File: src/hdl/tpft_pkg.sv
// Shared types and constants for the TCP port forwarding table.
package tpft_pkg;

    localparam int ADDR_W = 32;
    localparam int PORT_W = 16;
    localparam int TIDX_W = 2;
    localparam int TGT_SLOTS = 4;
    localparam int ENTRY_W = ADDR_W + PORT_W + TIDX_W;
    localparam int CFG_IDX_W = 3;
    localparam int CFG_DATA_W = 64;

    localparam logic [CFG_IDX_W-1:0] REG_FWD_ADDR = 3'd0;
    localparam logic [CFG_IDX_W-1:0] REG_TGT_COUNT = 3'd1;
    localparam logic [CFG_IDX_W-1:0] REG_TGT_0 = 3'd2;
    localparam logic [CFG_IDX_W-1:0] REG_TGT_1 = 3'd3;
    localparam logic [CFG_IDX_W-1:0] REG_TGT_2 = 3'd4;
    localparam logic [CFG_IDX_W-1:0] REG_TGT_3 = 3'd5;

    typedef enum logic [1:0] {
        ACT_DROP = 2'd0,
        ACT_TO_CLIENT = 2'd1,
        ACT_TO_TARGET = 2'd2
    } action_t;

    typedef struct packed {
        logic [ADDR_W-1:0] addr;
        logic [PORT_W-1:0] port;
        logic [TIDX_W-1:0] tidx;
    } client_t;

    typedef struct packed {
        logic              is_tcp;
        logic [ADDR_W-1:0] src_addr;
        logic [ADDR_W-1:0] dest_ip;
        logic [PORT_W-1:0] src_port;
        logic [PORT_W-1:0] dst_port;
        logic              syn_flag;
        logic              fin_flag;
        logic              rst_flag;
    } pkt_t;

    typedef struct packed {
        logic [1:0]        action;
        logic [ADDR_W-1:0] out_src_addr;
        logic [ADDR_W-1:0] out_dest_ip;
        logic [PORT_W-1:0] out_src_port;
        logic [PORT_W-1:0] out_dst_port;
        logic              table_full;
        logic              entry_removed;
    } result_t;

    typedef struct packed {
        logic [CFG_IDX_W-1:0]  index;
        logic [CFG_DATA_W-1:0] data;
    } cfg_t;

endpackage

File: src/hdl/tpft_stream_if.sv
// Valid/ready channel interface carrying one payload per transaction.
interface tpft_stream_if #(
    parameter type payload_t = logic
);
    logic     valid;
    logic     ready;
    payload_t payload;

    modport source (output valid, output payload, input ready);
    modport sink (input valid, input payload, output ready);
endinterface

File: src/hdl/tcp_port_forward_table_unit.sv
// Top level: TCP port forwarding connection table with client table in RAM.
// A drop without a scan passes the classify and output states; a scan reads and checks each
// stored client in turn, and a removal adds a read of the last entry and its move.
// One packet at a time, the next accepted in the cycle after the result is registered.
// A stalled result waits in the output register. Reset clears the client count,
// configuration registers and control state; the RAM is not.
module tcp_port_forward_table_unit #(
    parameter int MAX_CLIENTS = 64,
    parameter int NUM_TARGETS = 4
) (
    input  logic          clk,
    input  logic          rst_n,
    tpft_stream_if.sink   pkt_in,
    tpft_stream_if.source res_out,
    tpft_stream_if.sink   cfg
);

    localparam int IDX_W = (MAX_CLIENTS > 1) ? $clog2(MAX_CLIENTS) : 1;
    localparam int CNT_W = $clog2(MAX_CLIENTS + 1);
    localparam int NT_EFF = (NUM_TARGETS < tpft_pkg::TGT_SLOTS) ? NUM_TARGETS
                                                                : tpft_pkg::TGT_SLOTS;

    typedef enum logic [6:0] {
        ST_IDLE   = 7'b0000001,
        ST_CLASS  = 7'b0000010,
        ST_READ   = 7'b0000100,
        ST_CHECK  = 7'b0001000,
        ST_RDLAST = 7'b0010000,
        ST_MOVE   = 7'b0100000,
        ST_OUT    = 7'b1000000
    } state_t;

    state_t state_reg, state_next;

    logic [tpft_pkg::ADDR_W-1:0] fwd_addr_reg;
    logic [2:0]                  tgt_count_reg;
    logic [tpft_pkg::CFG_DATA_W-1:0] tgt_reg [tpft_pkg::TGT_SLOTS];

    tpft_pkg::client_t mem [MAX_CLIENTS];
    tpft_pkg::client_t rd_data_reg;
    logic              mem_we;
    logic [IDX_W-1:0]  mem_waddr;
    tpft_pkg::client_t mem_wdata;
    logic              mem_re;
    logic [IDX_W-1:0]  mem_raddr;

    logic [CNT_W-1:0] count_reg, count_next;
    logic [CNT_W-1:0] scan_reg, scan_next;
    logic [IDX_W-1:0] hit_reg, hit_next;

    tpft_pkg::pkt_t    pkt_reg, pkt_next;
    tpft_pkg::result_t work_reg, work_next;
    tpft_pkg::result_t res_reg, res_next;
    logic              res_valid_reg, res_valid_next;
    logic              from_tgt_reg, from_tgt_next;
    logic [1:0]        tsel_reg, tsel_next;

    logic [2:0]  live_n;
    logic        ft_hit;
    logic [1:0]  ft_idx;
    logic        pp_hit;
    logic [1:0]  pp_idx;
    logic        match;

    function automatic logic [tpft_pkg::ADDR_W-1:0] t_addr(
        input logic [tpft_pkg::CFG_DATA_W-1:0] e);
        return e[63:32];
    endfunction
    function automatic logic [tpft_pkg::PORT_W-1:0] t_pub(
        input logic [tpft_pkg::CFG_DATA_W-1:0] e);
        return e[31:16];
    endfunction
    function automatic logic [tpft_pkg::PORT_W-1:0] t_back(
        input logic [tpft_pkg::CFG_DATA_W-1:0] e);
        return e[15:0];
    endfunction

    assign cfg.ready = 1'b1;
    assign pkt_in.ready = (state_reg == ST_IDLE);
    assign res_out.valid = res_valid_reg;
    assign res_out.payload = res_reg;

    always_ff @(posedge clk or negedge rst_n)
    begin
        if (!rst_n)
        begin
            fwd_addr_reg <= '0;
            tgt_count_reg <= '0;
            for (int i = 0; i < tpft_pkg::TGT_SLOTS; i++)
            begin
                tgt_reg[i] <= '0;
            end
        end
        else if (cfg.valid)
        begin
            unique case (cfg.payload.index)
                tpft_pkg::REG_FWD_ADDR:  fwd_addr_reg <= cfg.payload.data[31:0];
                tpft_pkg::REG_TGT_COUNT: tgt_count_reg <= cfg.payload.data[2:0];
                tpft_pkg::REG_TGT_0:     tgt_reg[0] <= cfg.payload.data;
                tpft_pkg::REG_TGT_1:     tgt_reg[1] <= cfg.payload.data;
                tpft_pkg::REG_TGT_2:     tgt_reg[2] <= cfg.payload.data;
                tpft_pkg::REG_TGT_3:     tgt_reg[3] <= cfg.payload.data;
                default: ;
            endcase
        end
    end

    assign live_n = (tgt_count_reg > 3'(NT_EFF)) ? 3'(NT_EFF) : tgt_count_reg;

    always_comb
    begin
        ft_hit = 1'b0;
        ft_idx = '0;
        pp_hit = 1'b0;
        pp_idx = '0;
        for (int t = tpft_pkg::TGT_SLOTS - 1; t >= 0; t--)
        begin
            if (3'(t) < live_n)
            begin
                if (t_addr(tgt_reg[t]) == pkt_reg.src_addr
                    && t_back(tgt_reg[t]) == pkt_reg.src_port)
                begin
                    ft_hit = 1'b1;
                    ft_idx = 2'(t);
                end
                if (t_pub(tgt_reg[t]) == pkt_reg.dst_port)
                begin
                    pp_hit = 1'b1;
                    pp_idx = 2'(t);
                end
            end
        end
    end

    always_comb
    begin
        if (from_tgt_reg)
        begin
            match = t_addr(tgt_reg[rd_data_reg.tidx]) == pkt_reg.src_addr
                    && rd_data_reg.port == pkt_reg.dst_port;
        end
        else
        begin
            match = rd_data_reg.addr == pkt_reg.src_addr
                    && rd_data_reg.port == pkt_reg.src_port;
        end
    end

    always_ff @(posedge clk)
    begin
        if (mem_we)
        begin
            mem[mem_waddr] <= mem_wdata;
        end
        if (mem_re)
        begin
            rd_data_reg <= mem[mem_raddr];
        end
    end

    always_comb
    begin
        state_next = state_reg;
        count_next = count_reg;
        scan_next = scan_reg;
        hit_next = hit_reg;
        pkt_next = pkt_reg;
        work_next = work_reg;
        res_next = res_reg;
        res_valid_next = res_valid_reg;
        from_tgt_next = from_tgt_reg;
        tsel_next = tsel_reg;
        mem_we = 1'b0;
        mem_waddr = IDX_W'(count_reg);
        mem_wdata = rd_data_reg;
        mem_re = 1'b0;
        mem_raddr = IDX_W'(scan_reg);

        if (res_valid_reg && res_out.ready)
        begin
            res_valid_next = 1'b0;
        end

        unique case (state_reg)
            ST_IDLE:
            begin
                if (pkt_in.valid)
                begin
                    pkt_next = pkt_in.payload;
                    state_next = ST_CLASS;
                end
            end
            ST_CLASS:
            begin
                work_next = '0;
                scan_next = '0;
                from_tgt_next = ft_hit;
                tsel_next = ft_hit ? ft_idx : pp_idx;
                if (!pkt_reg.is_tcp || (!ft_hit && !pp_hit))
                begin
                    state_next = ST_OUT;
                end
                else
                begin
                    state_next = ST_READ;
                end
            end
            ST_READ:
            begin
                if (scan_reg < count_reg)
                begin
                    mem_re = 1'b1;
                    state_next = ST_CHECK;
                end
                else
                begin
                    state_next = ST_OUT;
                    if (!from_tgt_reg && pkt_reg.syn_flag)
                    begin
                        if (count_reg >= CNT_W'(MAX_CLIENTS))
                        begin
                            work_next.table_full = 1'b1;
                        end
                        else
                        begin
                            mem_we = 1'b1;
                            mem_wdata.addr = pkt_reg.src_addr;
                            mem_wdata.port = pkt_reg.src_port;
                            mem_wdata.tidx = tsel_reg;
                            count_next = count_reg + 1'b1;
                            work_next.action = tpft_pkg::ACT_TO_TARGET;
                            work_next.out_src_addr = fwd_addr_reg;
                            work_next.out_dest_ip = t_addr(tgt_reg[tsel_reg]);
                            work_next.out_src_port = pkt_reg.src_port;
                            work_next.out_dst_port = t_back(tgt_reg[tsel_reg]);
                        end
                    end
                end
            end
            ST_CHECK:
            begin
                if (match)
                begin
                    state_next = ST_OUT;
                    work_next.out_src_addr = fwd_addr_reg;
                    if (from_tgt_reg)
                    begin
                        work_next.action = tpft_pkg::ACT_TO_CLIENT;
                        work_next.out_dest_ip = rd_data_reg.addr;
                        work_next.out_src_port = t_pub(tgt_reg[tsel_reg]);
                        work_next.out_dst_port = pkt_reg.dst_port;
                    end
                    else
                    begin
                        work_next.action = tpft_pkg::ACT_TO_TARGET;
                        work_next.out_dest_ip = t_addr(tgt_reg[tsel_reg]);
                        work_next.out_src_port = pkt_reg.src_port;
                        work_next.out_dst_port = t_back(tgt_reg[rd_data_reg.tidx]);
                        if (pkt_reg.fin_flag || pkt_reg.rst_flag)
                        begin
                            work_next.entry_removed = 1'b1;
                            hit_next = IDX_W'(scan_reg);
                            state_next = ST_RDLAST;
                        end
                    end
                end
                else
                begin
                    scan_next = scan_reg + 1'b1;
                    state_next = ST_READ;
                end
            end
            ST_RDLAST:
            begin
                mem_re = 1'b1;
                mem_raddr = IDX_W'(count_reg - 1'b1);
                state_next = ST_MOVE;
            end
            ST_MOVE:
            begin
                mem_we = 1'b1;
                mem_waddr = hit_reg;
                mem_wdata = rd_data_reg;
                count_next = count_reg - 1'b1;
                state_next = ST_OUT;
            end
            ST_OUT:
            begin
                if (!res_valid_reg || res_out.ready)
                begin
                    res_next = work_reg;
                    res_valid_next = 1'b1;
                    state_next = ST_IDLE;
                end
            end
            default: state_next = ST_IDLE;
        endcase
    end

    always_ff @(posedge clk or negedge rst_n)
    begin
        if (!rst_n)
        begin
            state_reg <= ST_IDLE;
            count_reg <= '0;
            res_valid_reg <= 1'b0;
        end
        else
        begin
            state_reg <= state_next;
            count_reg <= count_next;
            res_valid_reg <= res_valid_next;
        end
    end

    always_ff @(posedge clk)
    begin
        scan_reg <= scan_next;
        hit_reg <= hit_next;
        pkt_reg <= pkt_next;
        work_reg <= work_next;
        res_reg <= res_next;
        from_tgt_reg <= from_tgt_next;
        tsel_reg <= tsel_next;
    end

    a_count_bound: assert property (@(posedge clk) disable iff (!rst_n)
        count_reg <= CNT_W'(MAX_CLIENTS))
        else $error("client count exceeds table size");

    a_state_onehot: assert property (@(posedge clk) disable iff (!rst_n)
        $onehot(state_reg))
        else $error("state register not one-hot");

    a_count_step: assert property (@(posedge clk) disable iff (!rst_n)
        state_reg == ST_IDLE |=> $stable(count_reg))
        else $error("client count changed while idle");

    a_res_hold: assert property (@(posedge clk) disable iff (!rst_n)
        res_valid_reg && !res_out.ready |=> res_valid_reg && $stable(res_reg))
        else $error("pending result changed before transaction");

endmodule

File: src/flat_wrapper.sv
// flat-port wrapper written by rule: the top's interface ports become plain ports
module tcp_port_forward_table_unit_flat 
#(
    parameter int MAX_CLIENTS = 64,
    parameter int NUM_TARGETS = 4
)
  (clk, rst_n, pkt_in_valid, pkt_in_payload, pkt_in_ready, res_out_valid, res_out_payload, res_out_ready, cfg_valid, cfg_payload, cfg_ready);
  tpft_stream_if #(.payload_t(tpft_pkg::pkt_t)) pkt_in_i ();
  tpft_stream_if #(.payload_t(tpft_pkg::result_t)) res_out_i ();
  tpft_stream_if #(.payload_t(tpft_pkg::cfg_t)) cfg_i ();
  input  logic clk;
  input  logic rst_n;
  input wire logic [$bits(pkt_in_i.valid)-1:0] pkt_in_valid;
  input wire logic [$bits(pkt_in_i.payload)-1:0] pkt_in_payload;
  output wire logic [$bits(pkt_in_i.ready)-1:0] pkt_in_ready;
  output wire logic [$bits(res_out_i.valid)-1:0] res_out_valid;
  output wire logic [$bits(res_out_i.payload)-1:0] res_out_payload;
  input wire logic [$bits(res_out_i.ready)-1:0] res_out_ready;
  input wire logic [$bits(cfg_i.valid)-1:0] cfg_valid;
  input wire logic [$bits(cfg_i.payload)-1:0] cfg_payload;
  output wire logic [$bits(cfg_i.ready)-1:0] cfg_ready;
  assign pkt_in_i.valid = pkt_in_valid;
  assign pkt_in_i.payload = pkt_in_payload;
  assign pkt_in_ready = pkt_in_i.ready;
  assign res_out_valid = res_out_i.valid;
  assign res_out_payload = res_out_i.payload;
  assign res_out_i.ready = res_out_ready;
  assign cfg_i.valid = cfg_valid;
  assign cfg_i.payload = cfg_payload;
  assign cfg_ready = cfg_i.ready;
  tcp_port_forward_table_unit #(.MAX_CLIENTS(MAX_CLIENTS), .NUM_TARGETS(NUM_TARGETS)) u_core (.clk(clk), .rst_n(rst_n), .pkt_in(pkt_in_i), .res_out(res_out_i), .cfg(cfg_i));
endmodule
File: config.mk
export PLATFORM = sky130hd
export DESIGN_NAME = tcp_port_forward_table_unit_flat
export DESIGN_NICKNAME = d
export VERILOG_FILES = /design/src/hdl/tpft_pkg.sv /design/src/hdl/tpft_stream_if.sv /design/src/hdl/tcp_port_forward_table_unit.sv /design/src/flat_wrapper.sv
export SDC_FILE = /design/constraint.sdc
export NUM_CORES = 2
export LEC_CHECK = 0
export ABC_CLOCK_PERIOD_IN_PS = 17300
export BUFFER_PORTS_ARGS = -buffer_cell sky130_fd_sc_hd__buf_2
export CAP_MARGIN = 20
export CORE_ASPECT_RATIO = 1.4
export CORE_MARGIN = 1
export CORE_UTILIZATION = 50
export DETAILED_ROUTE_END_ITERATION = 6
export PLACE_DENSITY = 0.75
export SYNTH_ARGS = -nofsm -noshare
export SYNTH_HDL_FRONTEND = slang
export SYNTH_SLANG_ARGS = --single-unit
File: constraint.sdc
create_clock -name clk -period 17.3 [get_ports clk]
set_clock_uncertainty 0.05 [all_clocks]
set_input_delay 1.73 -clock clk [delete_from_list [all_inputs] [get_ports clk]]
set_output_delay 1.73 -clock clk [all_outputs]
set_load 0.01 [all_outputs]
Yosys cells after proc, flatten, opt, wreduce, memory -nomap -nowiden
Memory sizes are Yosys's and may differ from the RTL's. A register that Yosys moved wholly into a read port is not among the register bits. Cells that the tools add are included.

Shift-type cells: 0. Bitwise operators: 3. Muxes and demuxes: 85. Div/mod/pow operators: 0. Add/sub/neg operators: 3. Reduce and logical (&&, ||, !) cells: 37. $mul: 0. Magnitude comparators: 9. Eq/ne operators: 38.

Operators by type and width (count): 2-to-1 mux 64 bit (5); case mux 98 bit (3 select lines) (1); binary-select mux 64 bit (select 2 bit) (2); 2-to-1 mux 50 bit (4); 2-to-1 mux 99 bit (2); 2-to-1 mux 98 bit (2); equality test 32 bit (6); equality test 16 bit (10); 2-to-1 mux 7 bit (11); case mux 7 bit (7 select lines) (1); 2-to-1 mux 2 bit (18); 2-to-1 mux 1 bit (30); case mux 7 bit (2 select lines) (2); AND reduction 2 bit (10); AND reduction 4 bit (4); adder 7 x 1 -> 7 bit (second input constant) (2); 2-to-1 mux 6 bit (2); != test 2 x 1 -> 1 bit (second input constant) (5); != test 2 bit (second input constant) (5); logical AND 1 bit (9); case mux 1 bit (2 select lines) (4); equality test 7 x 1 -> 1 bit (second input constant) (1); equality test 7 x 2 -> 1 bit (second input constant) (1); equality test 7 x 3 -> 1 bit (second input constant) (1); 23 further kinds (37).

Memories: 1. Bits of input ports: 172. Latch bits: 0. Output and inout port bits: 103. RAM bits: 3200. Register bits: 590. Word-level logic and storage cells: 210. Memory bits (read-only): 0.

Memory list: u_core.mem (depth 64, bits a word 50, read ports 1, clocked after memory_dff 1, write ports 1, line tcp_port_forward_table_unit.sv:39) `tpft_pkg::client_t mem [MAX_CLIENTS];`.

Longest topological paths before layout
Word-level depth: 15. Depth in mapped cells: 15. Mapped depth without buffers: 10.

Least setup slack after synthesis
No wires, ideal clock.

Path kind: register to register. Start point: register, netlist name u_core.rd_data_reg[0]. End point: register u_core.work_reg[10] in the netlist's numbering (enable). Arrival time: 9395 ps. Clock period less this slack: 10121 ps. Setup slack: 7179 ps. Path buffers: 1. Library setup time: 675 ps. Data required time: 16575 ps. Cell stages (with the launch flop): 10. Path through: edfxtp_1 > buf_1 > mux4_2 > xnor2_1 > nand4_1 > a2111o_1 > a2111oi_0 > a31o_2 > nor2_1 > nor3_1.

Word-level cells in the longest chain between the ends: 9.

RTL lines: NOT 2 -> 3 bit (implied by the code) (line tcp_port_forward_table_unit.sv:139) `match = t_addr(tgt_reg[rd_data_reg.tidx]) == pkt_reg.src_addr`; binary-select mux 64 bit (select 2 bit) (line tcp_port_forward_table_unit.sv:139); 2-to-1 mux 64 bit (implied by the code) (2 in series) (line tcp_port_forward_table_unit.sv:139); equality test 32 bit (line tcp_port_forward_table_unit.sv:139); logical AND 1 bit (line tcp_port_forward_table_unit.sv:140) `&& rd_data_reg.port == pkt_reg.dst_port;`; 2-to-1 mux 1 bit (line tcp_port_forward_table_unit.sv:137) `if (from_tgt_reg)`; != test 2 x 1 -> 1 bit (no source line); AND reduction 5 bit (no source line); end signal: assignment (line tcp_port_forward_table_unit.sv:321) `work_reg <= work_next;`; end: declaration (line tcp_port_forward_table_unit.sv:52) `tpft_pkg::result_t work_reg, work_next;`.

Every way passes these cells. The select of a mux whose other input is x is not followed. A chain may end at the register's enable or synchronous reset.

Worst setup path after layout
Start point: register u_core.count_reg[0]. End point: register, netlist name u_core.rd_data_reg[0].

Word-level cells in the longest chain between the ends: 3. Elaborated cells on any way between the ends: 5. Classes of those cells: add/sub: 1; order compare: 1; mux: 3.

RTL lines: start: declaration (line tcp_port_forward_table_unit.sv:47) `logic [CNT_W-1:0] count_reg, count_next;`; start signal: assignment (line tcp_port_forward_table_unit.sv:311) `count_reg <= count_next;`; < comparator 7 bit (line tcp_port_forward_table_unit.sv:210) `if (scan_reg < count_reg)`; 2-to-1 mux 1 bit (line tcp_port_forward_table_unit.sv:210); case mux 1 bit (2 select lines) (line tcp_port_forward_table_unit.sv:184) `unique case (state_reg)`.

Parallel ways exist; a longest one is shown, timed or not.

==> impl_results.md <==
- Outcome: finished with violations
- Failing checks: DRC
- FF-to-FF End: u_core.rd_data_reg[0]$_DFFE_PP_
- Top-area cell type share of the netlist area: between 60% and 70%
- CP Data Arrival Time: 7430 ps
- Vias in the first global route: between 90000 and 100k
- Worst Setup End Kind: flip-flop
- Placer Congestion: 0.9790
- Die Wd: 471.9 um
- Row count: 241
- Final setup violation count: 0
- Grt ovf: 0
- Worst Tran Pin Value: 1307 ps
- Overall routing resource usage: around a third
- Net Count, Synth: 10110
- Total leakage power: ~58 nW
- Die height: between 600 and 700 um
- CP max FO: 54
- Total CTS buffers: 341
- Hold EP: u_core.res_out.payload[87]$_DFFE_PP_
- Most frequent cell after synthesis: edfxtp_1
- CTS HTree Levels: 5
- Worst vdd ir: 0.08706 mV
- Total negative slack: 0 ps
- Mean post-synth cell area: 15.57 um2
- # Post-CTS Setup Buffers: 0
- Reg2reg path depth: 14
- Area Overhead vs Synth: 11.97%
- Synth Flop Type: edfxtp_1
- Yosys warning count: 0
- Slew HR: 12.06%
- Count of input and output buffers: 241
- Hold WC Path Type: reg2reg
- RR Startpoint: u_core.count_reg[0]$_DFFE_PN0P_
- Min Hold Slack: around 350 ps
- Fin nets: slightly above 10000
- Critical Path Source: u_core.count_reg[0]$_DFFE_PN0P_
- Top cells by area, synth: edfxtp_1 (69%), dfrtp_1 (4.9%), nand2_1 (3.7%), mux2i_1 (3.2%), mux4_2 (3.0%)
- Post-CTS Hold Buffers: 0
- Number of synthesized flops with an enable pin: 3534
- Cell Area, Synth: 154600 um2
- First-pass DRT Iterations: 7
- Max-cap viol count: 0
- Mapped Cells: 9930
- Routed wire length: 534200 um
- Clock-pin slew on the worst setup and hold paths: 70 ps
- Final Max Slew Viols: 0
- Post-route DRC: 26
- Worst Hold Path Cells: 0
- Die area: just over 300000 um2
- RSZ-0062 raised after global routing: no
- Flip-flop count of the largest register after layout: 3200
- Post-CTS sizing: 0
- Initial drt markers: around 18000
- Post-DP Area: roughly 160000 um2
- Root Buffer: clkbuf_16
- IO Count: 275
- Area of all placed cells without fillers: 173100 um2
- Share of layout cells above drive strength 1: roughly 17%
- Post-route ant nets: 0
- Critical Path RT: about 18000 ps
- Cell Pwr Density: about 120 nW/um2
- Vias per cell: 6.852
- Dpl hpwl: 308900 um
- Global-route wire length before repair: roughly 730000 um
- Hold Fails Final Rpt: 0
- Post-synthesis sequential area ratio: between 70 and 80%
- Register bit total from synthesis: 3840
- Cell taking the most area after synthesis: edfxtp_1
- CTS tree: yes
- Initial Util: 50.26%
- Crit Path Category: reg2reg
- Top post-synthesis cells by count: edfxtp_1 (3534), nand2_1 (1543), mux2i_1 (499)
- Clock sinks: 3840
- Core ar.: 307600 um2
- Initial antenna violation count: 36
- Fmax: between 0.1 and 0.15 GHz
- Drt wl/cell: 36.89 um
- Largest net degree at the start of global routing: 129
- Worst skew pair latency: 930 ps
- Yosys cell types: between 80 and 90
- Clock buffer depth: 4
- Period minus WS final: 6850 ps
- R2R setup slack: about 10000 ps
- Critical Path Source Type: flip-flop
- Async SR Flop Fraction: 7.969%
- Worst Hold Launch: u_core.work_reg[87]$_DFFE_PP_
- Via count: 99220
- Fin crit share: 39.59%
## power by group
| part | internal (mW) | total (mW) | switching, mW | leakage, nW |
|---|---|---|---|---|
| Clock | 4.25 | 7.68 | 3.43 | 5.33 |
| Sequential | 10.3 | 10.6 | 0.327 | 35.5 |
| Combinational | 0.893 | 2.61 | 1.71 | 17.2 |
| Total | 15.4 | 20.9 | 5.47 | 58.0 |
## critical path: stages, from the launching register on
cell and delay, ps:
dfrtp_1 360, buf_4 200, inv_1 310, ha_1 310
xor2_1 630, nand3_1 430, o21ai_4 140, buf_4 410
buf_4 570, buf_4 730, buf_4 710, nand2_1 500
nor2_1 390, o32ai_1 190, or3_1 480
## how the worst max path moves through the flow
stage | end
floorplan | u_core.work_reg[10]$_DFFE_PP_
global placement | u_core.mem[4][38]$_DFFE_PP_
detailed placement | u_core.rd_data_reg[3]$_DFFE_PP_
CTS | u_core.rd_data_reg[3]$_DFFE_PP_
global route | u_core.rd_data_reg[0]$_DFFE_PP_
finish | u_core.rd_data_reg[0]$_DFFE_PP_
## layout make-up
cell class	instances	area, um2
flip-flops and latches	3840	113800
well taps	4009	5016
clock inverters	198	2053
multi-input cells	5415	39030
fillers	22780	134500
repair buffers	558	4044
clock buffers	414	9009
inverters	23	86.33
diodes	23	57.56
## cell usage in the layout, fill, tap and decap left out, types with 27 or more instances in the layout
cell type      n
nor4_1        76
a22o_1        53
and2_1        38
or3_1         31
nand2_1     1499
a22oi_1      120
nor2_4        77
xnor2_1      129
nor2_1        74
a31oi_1       63
o2111ai_1     30
o41ai_1       33
clkinv_1      62
clkinvlp_4    27
and3_1        41
clkinv_2      49
buf_4        282
o21ai_0      213
a32oi_1      167
edfxtp_1    3534
o22ai_1       75
buf_2        241
a221oi_1      70
nand4b_1      28
clkbuf_16    351
a221o_1       44
mux2i_1      499
xor2_1       222
mux2_2       295
nor3_1        48
nand3_1      380
a21oi_1      411
clkbuf_1      63
mux4_2       208
nand2_2       42
a211oi_1      62
bufinv_16     35
nand4_1      114
dfrtp_1      305
## metrics by stage
| stage | util [%] | std cells | setup slack [ps] | power (mW) |
|---|---|---|---|---|
| 3_5_place_dp | 52.49 | 13820 | 10760 | 13.27 |
| 2_1_floorplan | - | 9930 | 7179 | 12.25 |
| 4_1_cts | 56.09 | 14430 | 10640 | 20.75 |
| 5_1_grt | 56.26 | 14470 | 10490 | 21.28 |
| 6_report | 56.27 | 14480 | 10450 | 20.90 |
| 3_3_place_gp | 52.47 | 13820 | 10660 | 13.21 |
## logic make-up after synthesis
| family | after synthesis | share of synthesized area [%] |
|---|---|---|
| simple gates | 2543 | 7.316 |
| other cells | 1 | 0.002426 |
| buf+inv | 675 | 1.913 |
| mux | 1002 | 8.411 |
| fa+ha+maj | 9 | 0.07285 |
| compound gates | 1509 | 6.689 |
| xor+xnor | 351 | 1.989 |
| flops | 3840 | 73.61 |
## metal layers
| metal | GRT usage (%) | wire length [um] |
|---|---|---|
| met5 | 0 | 149 |
| met4 | 30.24 | 57630 |
| met3 | 10.04 | 72400 |
| met2 | 52.41 | 243600 |
| met1 | 37.12 | 160400 |
Power figures use the tool's default switching activity.
